$ cat src/sv/frf_pkg.sv
// shared constants, types and helpers of the frequency response ratio block
package frf_pkg;

    localparam int FRAC_BITS    = 16;
    localparam int CORDIC_STEPS = 16;

    localparam int DIVW = 2 * FRAC_BITS + 66;
    localparam int DCW  = $clog2(DIVW + 1);
    localparam int SQP  = (DIVW + 1) / 2;
    localparam int QW   = 2 * SQP;
    localparam int SQCW = $clog2(SQP + 1);
    localparam int CSW  = $clog2(CORDIC_STEPS + 1);

    localparam logic [63:0] PDEG     = 64'd1000000000000;
    localparam logic [63:0] PDEG_90  = 64'd90000000000000;
    localparam logic [63:0] PDEG_180 = 64'd180000000000000;

    typedef enum logic [2:0] {
        FMT_CPLX  = 3'd0,
        FMT_REAL  = 3'd1,
        FMT_IMAG  = 3'd2,
        FMT_MAG   = 3'd3,
        FMT_PHASE = 3'd4
    } fmt_t;

    typedef struct packed {
        logic [31:0] nr;
        logic [31:0] ni;
        logic [31:0] dr;
        logic [31:0] di;
        logic        nrn;
        logic        nin;
        logic        drn;
        logic        din;
        logic        zf;
        fmt_t        fmt;
    } bin_t;

    function automatic logic [63:0] atan_pdeg(input logic [4:0] i);
        logic [63:0] r;
        case (i)
            5'd0:  r = 64'd45000000000000;
            5'd1:  r = 64'd26565051177078;
            5'd2:  r = 64'd14036243467926;
            5'd3:  r = 64'd7125016348902;
            5'd4:  r = 64'd3576334374997;
            5'd5:  r = 64'd1789910608246;
            5'd6:  r = 64'd895173710211;
            5'd7:  r = 64'd447614170861;
            5'd8:  r = 64'd223810500369;
            5'd9:  r = 64'd111905677066;
            5'd10: r = 64'd55952891894;
            5'd11: r = 64'd27976452617;
            5'd12: r = 64'd13988227142;
            5'd13: r = 64'd6994113675;
            5'd14: r = 64'd3497056851;
            5'd15: r = 64'd1748528427;
            5'd16: r = 64'd874264214;
            5'd17: r = 64'd437132107;
            5'd18: r = 64'd218566053;
            5'd19: r = 64'd109283027;
            5'd20: r = 64'd54641513;
            5'd21: r = 64'd27320757;
            5'd22: r = 64'd13660378;
            5'd23: r = 64'd6830189;
            5'd24: r = 64'd3415095;
            5'd25: r = 64'd1707547;
            5'd26: r = 64'd853774;
            5'd27: r = 64'd426887;
            5'd28: r = 64'd213443;
            5'd29: r = 64'd106722;
            5'd30: r = 64'd53361;
            default: r = 64'd0;
        endcase
        return r;
    endfunction

    function automatic logic [31:0] sat32(input logic neg, input logic [DIVW:0] q);
        logic        big;
        logic [31:0] r;
        big = |q[DIVW:31];
        if (neg) begin
            r = big ? 32'h8000_0000 : (32'd0 - q[31:0]);
        end else begin
            r = big ? 32'h7fff_ffff : q[31:0];
        end
        return r;
    endfunction

endpackage

$ cat src/sv/frf_front.sv
// front end: format register, input acceptance and bin classification
module frf_front (
    input  logic               aclk,
    input  logic               aresetn,
    input  logic               cfg_valid,
    output logic               cfg_ready,
    input  logic [2:0]         cfg_output_format,
    input  logic               s_valid,
    output logic               s_ready,
    input  logic signed [31:0] s_numerator_re,
    input  logic signed [31:0] s_numerator_im,
    input  logic signed [31:0] s_denominator_re,
    input  logic signed [31:0] s_denominator_im,
    input  logic               q_full,
    output logic               push,
    output frf_pkg::bin_t      push_data
);
    import frf_pkg::*;

    fmt_t fmt_reg;

    function automatic logic [31:0] mag32(input logic [31:0] v);
        return v[31] ? (~v + 32'd1) : v;
    endfunction

    assign cfg_ready = 1'b1;
    assign s_ready   = !q_full;
    assign push      = s_valid && s_ready;

    always_ff @(posedge aclk) begin
        if (!aresetn) begin
            fmt_reg <= FMT_CPLX;
        end else if (cfg_valid) begin
            case (cfg_output_format)
                3'd1:    fmt_reg <= FMT_REAL;
                3'd2:    fmt_reg <= FMT_IMAG;
                3'd3:    fmt_reg <= FMT_MAG;
                3'd4:    fmt_reg <= FMT_PHASE;
                default: fmt_reg <= FMT_CPLX;
            endcase
        end
    end

    always_comb begin
        push_data.nr  = mag32(s_numerator_re);
        push_data.ni  = mag32(s_numerator_im);
        push_data.dr  = mag32(s_denominator_re);
        push_data.di  = mag32(s_denominator_im);
        push_data.nrn = s_numerator_re[31];
        push_data.nin = s_numerator_im[31];
        push_data.drn = s_denominator_re[31];
        push_data.din = s_denominator_im[31];
        push_data.zf  = (s_denominator_re == 32'sd0) && (s_denominator_im == 32'sd0);
        push_data.fmt = fmt_reg;
    end

endmodule

$ cat config.mk
export PLATFORM = sky130hd
export DESIGN_NAME = frf_front
export DESIGN_NICKNAME = d
export VERILOG_FILES = /design/src/sv/frf_pkg.sv /design/src/sv/frf_front.sv
export SDC_FILE = /design/constraint.sdc
export NUM_CORES = 1
export LEC_CHECK = 0
export ABC_AREA = 0
export ABC_CLOCK_PERIOD_IN_PS = 2550
export BUFFER_PORTS_ARGS = -buffer_cell sky130_fd_sc_hd__clkbuf_2
export CAP_MARGIN = 20
export CORE_AREA = 2 2 108 110
export DETAILED_ROUTE_END_ITERATION = 7
export DIE_AREA = 0 0 110 112
export HOLD_SLACK_MARGIN = 0.06
export MAX_ROUTING_LAYER = met4
export SLEW_MARGIN = 20
export SYNTH_ARGS = -nofsm -noshare
export SYNTH_HDL_FRONTEND = slang
export SYNTH_SLANG_ARGS = --single-unit
$ cat constraint.sdc
create_clock -name aclk -period 2.55 [get_ports aclk]
set_input_delay 0 -clock aclk [delete_from_list [all_inputs] [get_ports aclk]]
set_output_delay 0 -clock aclk [all_outputs]
set_load 0.05 [all_outputs]
==> results by group <==
Routing
  – DR pass1 iterations: 4
  – Vias post-DR: 4089
  – Vias per cell: 5.06
  – WL/cell: 14.1 um
  – Final WL: ~11 mm
  – Initial DRC Count: 188
  – Antenna-violating nets left: 0
  – DRC: 0

STA
  – Final-report setup violation count: 0
  – TNS Setup: 0 ns
  – Relative slew slack: 52.0%
  – Max-slew violations: 0
  – Fmax: 435 MHz
  – Unrepaired setup endpoints after global routing: no
  – Clock skew: 0 ns
  – Fin crit period: 2.30 ns
  – Hold Fails Final Rpt: 0
  – Final Hold Slack: around 0.062 ns
  – Tcrit/Tclk final: 90.2%
  – Worst-Margin Slew: 0.720 ns

Global routing
  – Vias in the first global route: between 3000 and 4000
  – GRT Util Overall: between 15 and 20%
  – Largest net degree at the start of global routing: 35
  – Total grt overflow: 0
  – First-pass GRT wire length: 18.0 mm
  – Initial antenna violation count: 0

Worst setup path
  – CP cell instances: clkbuf_2, inv_1, ha_1, or3b_2, or4_4, o41ai_1, xnor2_1, clkbuf_2
  – Reg2reg start: fmt_reg[1]$_SDFFE_PN0P_
  – Reg2Reg Depth: 3
  – Critical path arrival: between 2 and 2.5 ns
  – Worst Path Max Fanout: 12
  – RR Endpoint: fmt_reg[1]$_SDFFE_PN0P_
  – Crit path launch type: input pin
  – Crit path max-delay cell type: or4_4
  – Crit path required time: 2.55 ns
  – Worst setup path category: in -> out
  – Critical Path Max Stage Delay: between 0.6 and 0.7 ns
  – Bufs and invs on worst path: 3
  – Endpoint type of the worst setup path: output port
  – Reg2reg setup slack: 1.86 ns
  – Crit-path leading delay family: simple AND/OR/NAND/NOR gates
  – Crit path top cell by count: clkbuf_2

Synth
  – Mapped Avg Cell Area: 7.21 um2
  – Synth top area share: 34.0%
  – Yosys top cell by area: xnor2_1
  – Post-synthesis sequential area ratio: 2.01%
  – Post-synth cell types: 39
  – Post-Synthesis Cell Area: 0.00299 mm2
  – YS warnings: 0
  – Syn_nets: between 500 and 600
  – Ranking of synthesized cells by area: xnor2_1 34%, o31ai_1 11%, o41ai_1 7.3%
  – Syn Inst Count: 414
  – Yosys reg bits: 3

Die
  – # rows: 39
  – CORE AREA: 0.0112 mm2
  – # IOs: about 280
  – Die X: around 110 um
  – Initial Util: 26.7%
  – Die Span Y: roughly 110 um
  – DIE AREA: 0.0123 mm2

Final layout
  – Post-route cell area: ~0.0045 mm2
  – Commonest cells after routing, fill and taps aside: 273 x clkbuf_2, 116 x xnor2_1, 42 x o31ai_1, 31 x nand2_1, 29 x o21ai_0
  – N_diodes: 0
  – Syn-to-layout area delta: 50.4%
  – Net total in the final layout: about 800
  – Final core utilization: 40.2%
  – Largest register FFs: 3
  – Layout cell share with drive strength beyond 1: 45.1%
  – Commonest non-fill, non-tap cell in the layout: clkbuf_2

Status
  – Status: finished clean

Placement
  – Post-DP Area: 0.00439 mm2
  – Final RePlAce weighted congestion: 0.912
  – IO Port Bufs: 273
  – DP Wirelength: 9.68 mm

CTS
  – Postcts setup bufs: 0
  – # clock sinks: 3
  – CTS tree: built
  – Clock transition at path regs: 0.03 ns
  – TritonCTS buffer count: 3
  – Clk_lat worst skew: 0.23 ns
  – H-tree level count: 1
  – Clock buffer depth: 2
  – CTS root buffer: clkbuf_16

Min path
  – Class of the worst hold path: in -> reg
  – WHS Path Cells: 3
  – Hold path endpoint: fmt_reg[1]$_SDFFE_PN0P_
  – Hold_sp: cfg_output_format[1]

Flow run
  – Max-Cap Viols: 0

Pwr
  – Power Dens Cells: 403 mW/mm2
  – Total power: 1.81 mW
  – Peak VDD IR: 0.299 mV
  – Pleak: 1.92 nW
-- layer usage --
layer,vias to the layer above,share of wire [%],global-route usage [%]
li1,2057,-,-
met1,1877,41,21.6
met2,138,52,32.1
met3,17,5.2,1.29
met4,0,1.8,3.63
met5,-,0,-
-- cell type report --
type / instances / area, um2
sequential: 3 / 60.1
tap: 143 / 179
clock buffer: 4 / 78.8
multi-input combinational: 368 / 2720
inverter: 12 / 45.0
fill: 1191 / 6680
timing repair buffer: 278 / 1410
-- cells in the mapped netlist (all sizes together) --
master and n:
or3 16, or4 16, o21ai 29, nor3b 1
and2 1, nor3 11, buf 14, dfxtp 3
o32ai 1, clkbuf 17, or4b 1, a21oi 2
xnor2 116, nand4b 3, inv 12, nor2b 6
o31ai 44, nor2 13, or3b 1, nand3 9
or2 5, ha 4, nand2 31, nand4 4
conb 1, nand2b 5, and3 2, o41ai 31
nor4bb 1, nor4b 3, and4 1, nor4 10
-- what timing repair did --
action                                 CTS  global route
hold buffers                             2             0
resized for setup                        0             0
endpoints found under the hold margin    3             0
-- metrics by stage --
step                      setup WS [ns]  instances
after floorplan                   0.153        414
after global routing              0.104        808
after detailed placement          0.252        802
after global placement            0.278        802
after CTS                         0.250        808
final                             0.251        808
-- cell families (layout without fill, tap and decap cells) --
kind of cell | Yosys count | in the layout | share of synthesized area, %
buf+inv | 43 | 294 | 7.12
other cells | 1 | 1 | 0.126
compound gates | 107 | 107 | 27.9
fa+ha+maj | 4 | 4 | 1.68
simple gates | 140 | 140 | 27.2
flops | 3 | 3 | 2.01
xor+xnor | 116 | 116 | 34.0
-- how the worst max path moves through the flow --
stage,from,end,slack [ns],cells after the start
after detailed placement,s_denominator_re[0],push_data[58],0.25,8
after floorplan,s_numerator_im[20],push_data[103],0.15,4
after global placement,s_denominator_re[0],push_data[58],0.28,8
after CTS,s_denominator_re[0],push_data[58],0.25,8
after global routing,s_numerator_im[0],push_data[88],0.10,8
final,s_denominator_re[0],push_data[58],0.25,8
-- power by group --
group | total [mW] | switching (mW) | internal [mW]
Clock | 0.255 | 0.0486 | 0.207
Combinational | 1.51 | 1.12 | 0.387
Sequential | 0.0495 | 0.000633 | 0.0489
-- worst register-to-register path, cell delays in order, from the launching register on --
cell	delay, ns
dfxtp_1	0.29
nor2b_1	0.12
a21oi_1	0.11
nor2b_1	0.06
(Power assumes the default switching activity.)
