[src/sv/frf_pkg.sv]
// shared constants, types and helpers of the frequency response ratio block
package frf_pkg;

    localparam int FRAC_BITS    = 16;
    localparam int CORDIC_STEPS = 16;

    localparam int DIVW = 2 * FRAC_BITS + 66;
    localparam int DCW  = $clog2(DIVW + 1);
    localparam int SQP  = (DIVW + 1) / 2;
    localparam int QW   = 2 * SQP;
    localparam int SQCW = $clog2(SQP + 1);
    localparam int CSW  = $clog2(CORDIC_STEPS + 1);

    localparam logic [63:0] PDEG     = 64'd1000000000000;
    localparam logic [63:0] PDEG_90  = 64'd90000000000000;
    localparam logic [63:0] PDEG_180 = 64'd180000000000000;

    typedef enum logic [2:0] {
        FMT_CPLX  = 3'd0,
        FMT_REAL  = 3'd1,
        FMT_IMAG  = 3'd2,
        FMT_MAG   = 3'd3,
        FMT_PHASE = 3'd4
    } fmt_t;

    typedef struct packed {
        logic [31:0] nr;
        logic [31:0] ni;
        logic [31:0] dr;
        logic [31:0] di;
        logic        nrn;
        logic        nin;
        logic        drn;
        logic        din;
        logic        zf;
        fmt_t        fmt;
    } bin_t;

    function automatic logic [63:0] atan_pdeg(input logic [4:0] i);
        logic [63:0] r;
        case (i)
            5'd0:  r = 64'd45000000000000;
            5'd1:  r = 64'd26565051177078;
            5'd2:  r = 64'd14036243467926;
            5'd3:  r = 64'd7125016348902;
            5'd4:  r = 64'd3576334374997;
            5'd5:  r = 64'd1789910608246;
            5'd6:  r = 64'd895173710211;
            5'd7:  r = 64'd447614170861;
            5'd8:  r = 64'd223810500369;
            5'd9:  r = 64'd111905677066;
            5'd10: r = 64'd55952891894;
            5'd11: r = 64'd27976452617;
            5'd12: r = 64'd13988227142;
            5'd13: r = 64'd6994113675;
            5'd14: r = 64'd3497056851;
            5'd15: r = 64'd1748528427;
            5'd16: r = 64'd874264214;
            5'd17: r = 64'd437132107;
            5'd18: r = 64'd218566053;
            5'd19: r = 64'd109283027;
            5'd20: r = 64'd54641513;
            5'd21: r = 64'd27320757;
            5'd22: r = 64'd13660378;
            5'd23: r = 64'd6830189;
            5'd24: r = 64'd3415095;
            5'd25: r = 64'd1707547;
            5'd26: r = 64'd853774;
            5'd27: r = 64'd426887;
            5'd28: r = 64'd213443;
            5'd29: r = 64'd106722;
            5'd30: r = 64'd53361;
            default: r = 64'd0;
        endcase
        return r;
    endfunction

    function automatic logic [31:0] sat32(input logic neg, input logic [DIVW:0] q);
        logic        big;
        logic [31:0] r;
        big = |q[DIVW:31];
        if (neg) begin
            r = big ? 32'h8000_0000 : (32'd0 - q[31:0]);
        end else begin
            r = big ? 32'h7fff_ffff : q[31:0];
        end
        return r;
    endfunction

endpackage

[src/sv/frf_queue.sv]
// two-entry queue between front end and back end
module frf_queue (
    input  logic          aclk,
    input  logic          aresetn,
    input  logic          push,
    input  frf_pkg::bin_t push_data,
    output logic          full,
    output logic          pop_valid,
    input  logic          pop,
    output frf_pkg::bin_t pop_data
);
    import frf_pkg::*;

    bin_t       mem_reg [2];
    logic       wr_ptr_reg;
    logic       rd_ptr_reg;
    logic [1:0] cnt_reg;

    assign full      = cnt_reg == 2'd2;
    assign pop_valid = cnt_reg != 2'd0;
    assign pop_data  = mem_reg[rd_ptr_reg];

    always_ff @(posedge aclk) begin
        if (push) begin
            mem_reg[wr_ptr_reg] <= push_data;
        end
    end

    always_ff @(posedge aclk) begin
        if (!aresetn) begin
            wr_ptr_reg <= 1'b0;
            rd_ptr_reg <= 1'b0;
            cnt_reg    <= 2'd0;
        end else begin
            if (push) begin
                wr_ptr_reg <= !wr_ptr_reg;
            end
            if (pop) begin
                rd_ptr_reg <= !rd_ptr_reg;
            end
            case ({push, pop})
                2'b10:   cnt_reg <= cnt_reg + 2'd1;
                2'b01:   cnt_reg <= cnt_reg - 2'd1;
                default: cnt_reg <= cnt_reg;
            endcase
        end
    end

endmodule

[config.mk]
export PLATFORM = sky130hd
export DESIGN_NAME = frf_queue
export DESIGN_NICKNAME = d
export VERILOG_FILES = /design/src/sv/frf_pkg.sv /design/src/sv/frf_queue.sv
export SDC_FILE = /design/constraint.sdc
export NUM_CORES = 1
export LEC_CHECK = 0
export ABC_AREA = 0
export BUFFER_PORTS_ARGS = -buffer_cell sky130_fd_sc_hd__buf_2
export CORE_UTILIZATION = 52
export DETAILED_ROUTE_END_ITERATION = 8
export PLACE_DENSITY = 0.79
export SLEW_MARGIN = 40
export SYNTH_ARGS = -nofsm -noshare
export SYNTH_HDL_FRONTEND = slang
export SYNTH_SLANG_ARGS = --single-unit
[constraint.sdc]
create_clock -name aclk -period 8.7 [get_ports aclk]
set_input_delay 1.74 -clock aclk [delete_from_list [all_inputs] [get_ports aclk]]
set_output_delay 1.74 -clock aclk [all_outputs]
set_load 0.1 [all_outputs]
==> run metrics, run 1 <==
status completed; worst slew pin tran approximately 0.83 ns; slowest stage cell, crit path buf_4; Post-DP HPWL about 12 mm; area grow syn2layout 25.2%; clock transition at the registers of the reported paths roughly 0.060 ns; die area around 20000 sq um; minimum clock period between 5 and 6 ns; Clock Tree Root clkbuf_16; Sw Ratio 0.311; CTS tree done; remaining antenna violation count after routing 0; count leader, synth edfxtp_1; final-report max-slew violation count 0; GR Overflow Total 0; yosys warns 0; Post-Syn Area per Cell around 23 sq um; Iter 0 DRT Violations between 200 and 250; DR DRC count 0; kind of critical path register to output pin; H-tree Lvls 1; CP peak stage delay between 0.7 and 0.8 ns; Hold Fails Final Rpt 0; met2 wire len between 9 and 10 mm; Psw about 1.1 mW; Setup WS post-layout about 3.6 ns; asr flop ratio synth 0; largest net degree at the start of global routing between 80 and 90; first-pass GRT wire length approximately 28 mm; crit end category output pin; Fmax achieved 194 MHz; Max Used Layer met4; DR vias/cell around 5.0; total track usage 0.179; IO Port Bufs 277; antenna violations before repair 0; wire length on met1 just under 7 mm; die height 142 microns; delay-heaviest family, CP buffers and inverters; Critical Path Fanout Max 53; GPL Wtd Cong approximately 0.74; top_reg_cell synth edfxtp_1; final setup fails 0; Clock Sinks ~280; TritonRoute pass-1 iters 6; max-cap violations 0; row cnt 50; Max clock buf depth 3; # hold bufs at CTS 0; Top Ports around 280; most frequent cells after synthesis 272 x edfxtp_1, 96 x mux2_2, 40 x mux2_4; Comb pwr share 0.215; Seq cells post-synth approximately 280; Leak approximately 5 nW; post-route clock skew a little under 0.01 ns; EDFF count, synth between 200 and 300; cell count after synthesis 445; Synth area leaders edfxtp_1 80%, mux2_2 11%, mux2_4 5.9%; RSZ-0062 raised after global routing false; final net count approximately 900; ANT cells 0; min-delay src rd_ptr_reg; crit path launch type register; CP arrival 3.41 ns; pre-CTS setup slack ~4 ns; Flop pwr share 0.449; area share of the largest cell type after synthesis 0.802; Hold Path Class register to register; most used cell, CP buf_4; DRT Wirelength 18.5 mm; fraction of layout cells with a size suffix above 1 0.605; syn_nets between 500 and 600; leading area contributor after synthesis edfxtp_1; Slew headroom 0.448; Synth cell types 19; Setup Buffers After CTS 0; Largest register FFs 272; Worst Path Required 6.96 ns; Sum Neg Setup Slack 0 ns; CTS Buf Count 27; clock share of power 0.336; critical path, cell by cell buf_4 > buf_4 > mux2_2 > buf_2; die span in x 142 microns; Final Util 0.673; number of global-route vias before repair approximately 5400; Syn Std Cell Area around 10000 sq um; Seq/Total Area, Yosys 0.812; pwr dens 274 nW/um^2; internal power 2.41 mW; Resized cells post-CTS 0; DR WL met3 between 1.5 and 2 mm; Final Power 3.49 mW; FF-to-FF Start wr_ptr_reg; Worst-Skew Late Latency 0.52 ns; DR WL/cell 18.1 microns; via count roughly 5000; starting density of the core 0.537; Worst Path Buf+Inv 3; period utilization 0.592; core area ~19000 sq um; maximum vdd drop about 190 uV
==> tightest hold or removal path, stage by stage (launching register included) <==
cell     delay (ns)
dfxtp_1        0.32
xor2_1         0.07
and2_1         0.15
==> cell usage in the layout, fill, tap and decap left out, types with 2 or more instances in the layout <==
master and count:
xnor2_1 2, clkbuf_16 27, bufinv_16 5, edfxtp_1 272, clkinv_1 10, mux2_2 96, mux2_4 40, and2_1 3
buf_6 3, dfxtp_1 4, clkbuf_1 2, clkinv_2 4, buf_4 2, buf_2 277
==> power groups by stage <==
stage               Combinational, mW  Sequential, mW  Clock (mW)
floorplan                       0.648            1.59           0
finish                          0.752            1.57        1.17
detailed placement              0.754            1.60           0
global placement                0.745            1.59           0
global route                    0.774            1.57        1.25
CTS                             0.756            1.57        1.20
==> cell families after synthesis <==
logic type                 count (synthesis)  share of synthesized area
buffers and inverters                     16                     0.0114
AOI/OAI and AO/OA                          3                    0.00197
DFF                                      277                      0.812
and+or+nand+nor                            9                    0.00553
xor gates and xnor gates                   3                    0.00258
muxes                                    136                      0.165
adders and majority gates                  1                    0.00123
==> metrics by stage <==
stage	hold WS [ns]	std cells	cell area, sq um
floorplan	0.461	445	10200
global placement	0.474	972	11800
detailed placement	0.543	972	11800
CTS	0.579	1022	12700
global route	0.596	1022	12700
finish	0.576	1022	12700
==> layer usage <==
metal  GRT usage  up-vias
li1            -     2365
met1       0.201     2504
met2       0.332      225
met3      0.0530       31
met4      0.0475        0
met5           0        -
==> path summary, 6_finish.rpt <==
| path | depth (start not counted) | slack, ns | end |
|---|---|---|---|
| hold reg to reg | 2 | 0.58 | register |
| hold / removal | 2 | 0.58 | register |
| setup reg to reg | 2 | 6.46 | mem_reg[1][46] |
| setup / recovery | 4 | 3.55 | pop_data[39] |
==> cell type report <==
class                      instances  area (sq um)
fill                            1278          6210
tap                              260           325
multi-input combinational        152          1810
sequential                       277          8270
clock buffer                      29           683
clock inverter                    21           224
timing repair buffer             282          1440
inverter                           1          3.75
(Power assumes the default switching activity.)
==> inputs of run 2 (changes only) <==
==> constraint.sdc (replaced) <==
create_clock -name aclk -period 5.2 [get_ports aclk]
set_input_delay 1.04 -clock aclk [delete_from_list [all_inputs] [get_ports aclk]]
set_output_delay 1.04 -clock aclk [all_outputs]
set_load 0.1 [all_outputs]
==> run 2 against run 1 <==
Routed wire length decreased by 0.48%. Combinational power is 69% higher. Sequential share of layout area decreased by 0.051 points. Register-to-register slack got worse by 3.2 ns. Non-clock buffer count up 2.
==> run metrics, run 2 (same netlist as run 1, synthesis figures left out) <==
Hold Fails Final Rpt 0 (unchanged); Worst Path Buf+Inv 2 (-1); row cnt 50 (unchanged); Critical Path Fanout Max 50 (-5.7%); Setup Buffers After CTS 0 (unchanged); final net count 885 (+0.34%); status completed; delay-heaviest family, CP buffers and inverters; Sum Neg Setup Slack 0 ns (unchanged); total track usage 0.179 (-0.000303); # hold bufs at CTS 0 (unchanged); TritonRoute pass-1 iters 4 (-2); pre-CTS setup slack 2.29 ns (-1.78 ns); area of the multi-input gates 1810 sq um (unchanged); H-tree Lvls 1 (unchanged); via count 5162 (+0.72%); RSZ-0062 raised after global routing false; RR Endpoint mem_reg[1][82]; Setup WS post-layout 1.77 ns (-1.79 ns); IO Port Bufs 277 (unchanged); Slew headroom 0.489 (+0.0406); remaining antenna violation count after routing 0 (unchanged); number of global-route vias before repair 5381 (-0.70%); Top Ports 278 (unchanged); period utilization 0.660; DRT Wirelength 18.4 mm (-0.48%); die span in x 142 microns (unchanged); maximum vdd drop 421 uV (+120%); DR vias/cell 5.03 (+0.23%); Clock Sinks 277 (unchanged); Hold Path Class register to register; Largest register FFs 272 (unchanged); Worst Path Required 4.16 ns (-2.80 ns); Resized cells post-CTS 0 (unchanged); Post-DP HPWL 12.4 mm (+0.12%); kind of critical path register to output pin; worst reg2reg path depth 3 (+1); core area 19000 sq um (unchanged); Iter 0 DRT Violations 309 (+51%); CP arrival 2.39 ns (-1.02 ns); worst slew pin tran 0.767 ns (-0.0609 ns); final setup fails 0 (unchanged); pwr dens 450 nW/um^2 (+64%); crit path launch type register; post-route clock skew 0.00561 ns (-0.00434 ns); largest net degree at the start of global routing 74 (-9.8%); Final Power 5.74 mW (+65%); DR WL/cell 17.9 microns (-0.96%); Final Util 0.673 (about the same); final-report max-slew violation count 0 (unchanged); clock transition at the registers of the reported paths 0.06 ns (about the same); most common cell after layout, fill and taps aside buf_2; die area 20100 sq um (unchanged); commonest non-fill, non-tap cells in the layout 277 x buf_2, 272 x edfxtp_1, 96 x mux2_2; Critical Path Stages 3 (-1); CTS tree done; GPL Wtd Cong 0.747 (+0.76%); slowest stage cell, crit path buf_4; Fillers 1276 (-0.16%); antenna violations before repair 3 (+3); DR DRC count 0 (unchanged); crit path capture pop_data[17]; GR Overflow Total 0 (unchanged); Reg area 8270 sq um (unchanged); fraction of layout cells with a size suffix above 1 0.607 (+0.00234); Max clock buf depth 3 (unchanged); Fmax achieved 291 MHz; area grow syn2layout 25.3% (about the same); Leak 4.87 nW (about the same); FF-to-FF setup slack 3.30 ns (-3.16 ns); crit end category output pin; CP peak stage delay 0.60 ns (-0.11 ns); first-pass GRT wire length 27.6 mm (-0.67%); minimum clock period roughly 3.4 ns; Worst-Skew Late Latency 0.52 ns (about the same); CTS Buf Count 28 (+3.7%); FF-to-FF Start wr_ptr_reg; critical path, cell by cell buf_4 > mux2_2 > buf_2; starting density of the core 0.537 (unchanged); die height 142 microns (unchanged); max-cap violations 0 (unchanged); Clock Tree Root clkbuf_16
==> run 2: cell types whose count changed in the layout (fill, tap and decap cells not counted), sizes merged <==
cell    delta
clkinv     -7
bufinv     -4
buf        +2
diode      +3
clkbuf    +11
==> run 2: final cells by class <==
| class | instances | area share |
|---|---|---|
| repair buffers | 284 | 0.116 |
| flip-flops and latches | 277 | 0.648 |
| multi-input cells | 152 | 0.142 |
| clock buffers | 40 | 0.0617 |
| inverters | 1 | 0.000294 |
| diodes | 3 | 0.000588 |
| clock inverters | 10 | 0.00637 |
| well taps | 260 | 0.0255 |
==> run 2: worst min-delay path by stage <==
stage          slack, ns    endpoint        from  cells after the start
2_1_floorplan       0.46  cnt_reg[1]  cnt_reg[1]                      2
3_3_place_gp        0.47  cnt_reg[1]  cnt_reg[1]                      2
3_5_place_dp        0.49  cnt_reg[1]  cnt_reg[1]                      2
4_1_cts             0.50  cnt_reg[1]  cnt_reg[1]                      2
5_1_grt             0.53  cnt_reg[1]  cnt_reg[1]                      2
6_report            0.50  cnt_reg[1]  cnt_reg[1]                      2
==> run 2: power by group <==
part | switching, mW | internal, mW | leakage, nW
clock | 0.759 | 1.10 | 0.425
sequential | 0.0337 | 2.58 | 2.59
combinational | 1.02 | 0.253 | 1.85
==> run 2: routing by layer <==
layer,share of wire,vias up,GRT usage
li1,-,2377,-
met1,0.39,2517,0.214
met2,0.50,224,0.309
met3,0.085,44,0.0533
met4,0.031,0,0.0628
met5,0,-,0
==> run 2: worst min-delay path, delay by kind of cell (launching register included) <==
| kind | cells | cell delay, ns |
|---|---|---|
| AOI/OAI and AO/OA | 2 | 0.13 |
| DFF | 1 | 0.32 |
==> run 2: metrics by stage <==
| step | area (sq um) | hold WS [ns] | instances |
|---|---|---|---|
| after global placement | 11900 | 0.472 | 973 |
| after CTS | 12700 | 0.501 | 1023 |
| after detailed placement | 11900 | 0.492 | 973 |
| after floorplan | 10200 | 0.461 | 445 |
| after global routing | 12800 | 0.527 | 1025 |
| final | 12800 | 0.496 | 1027 |
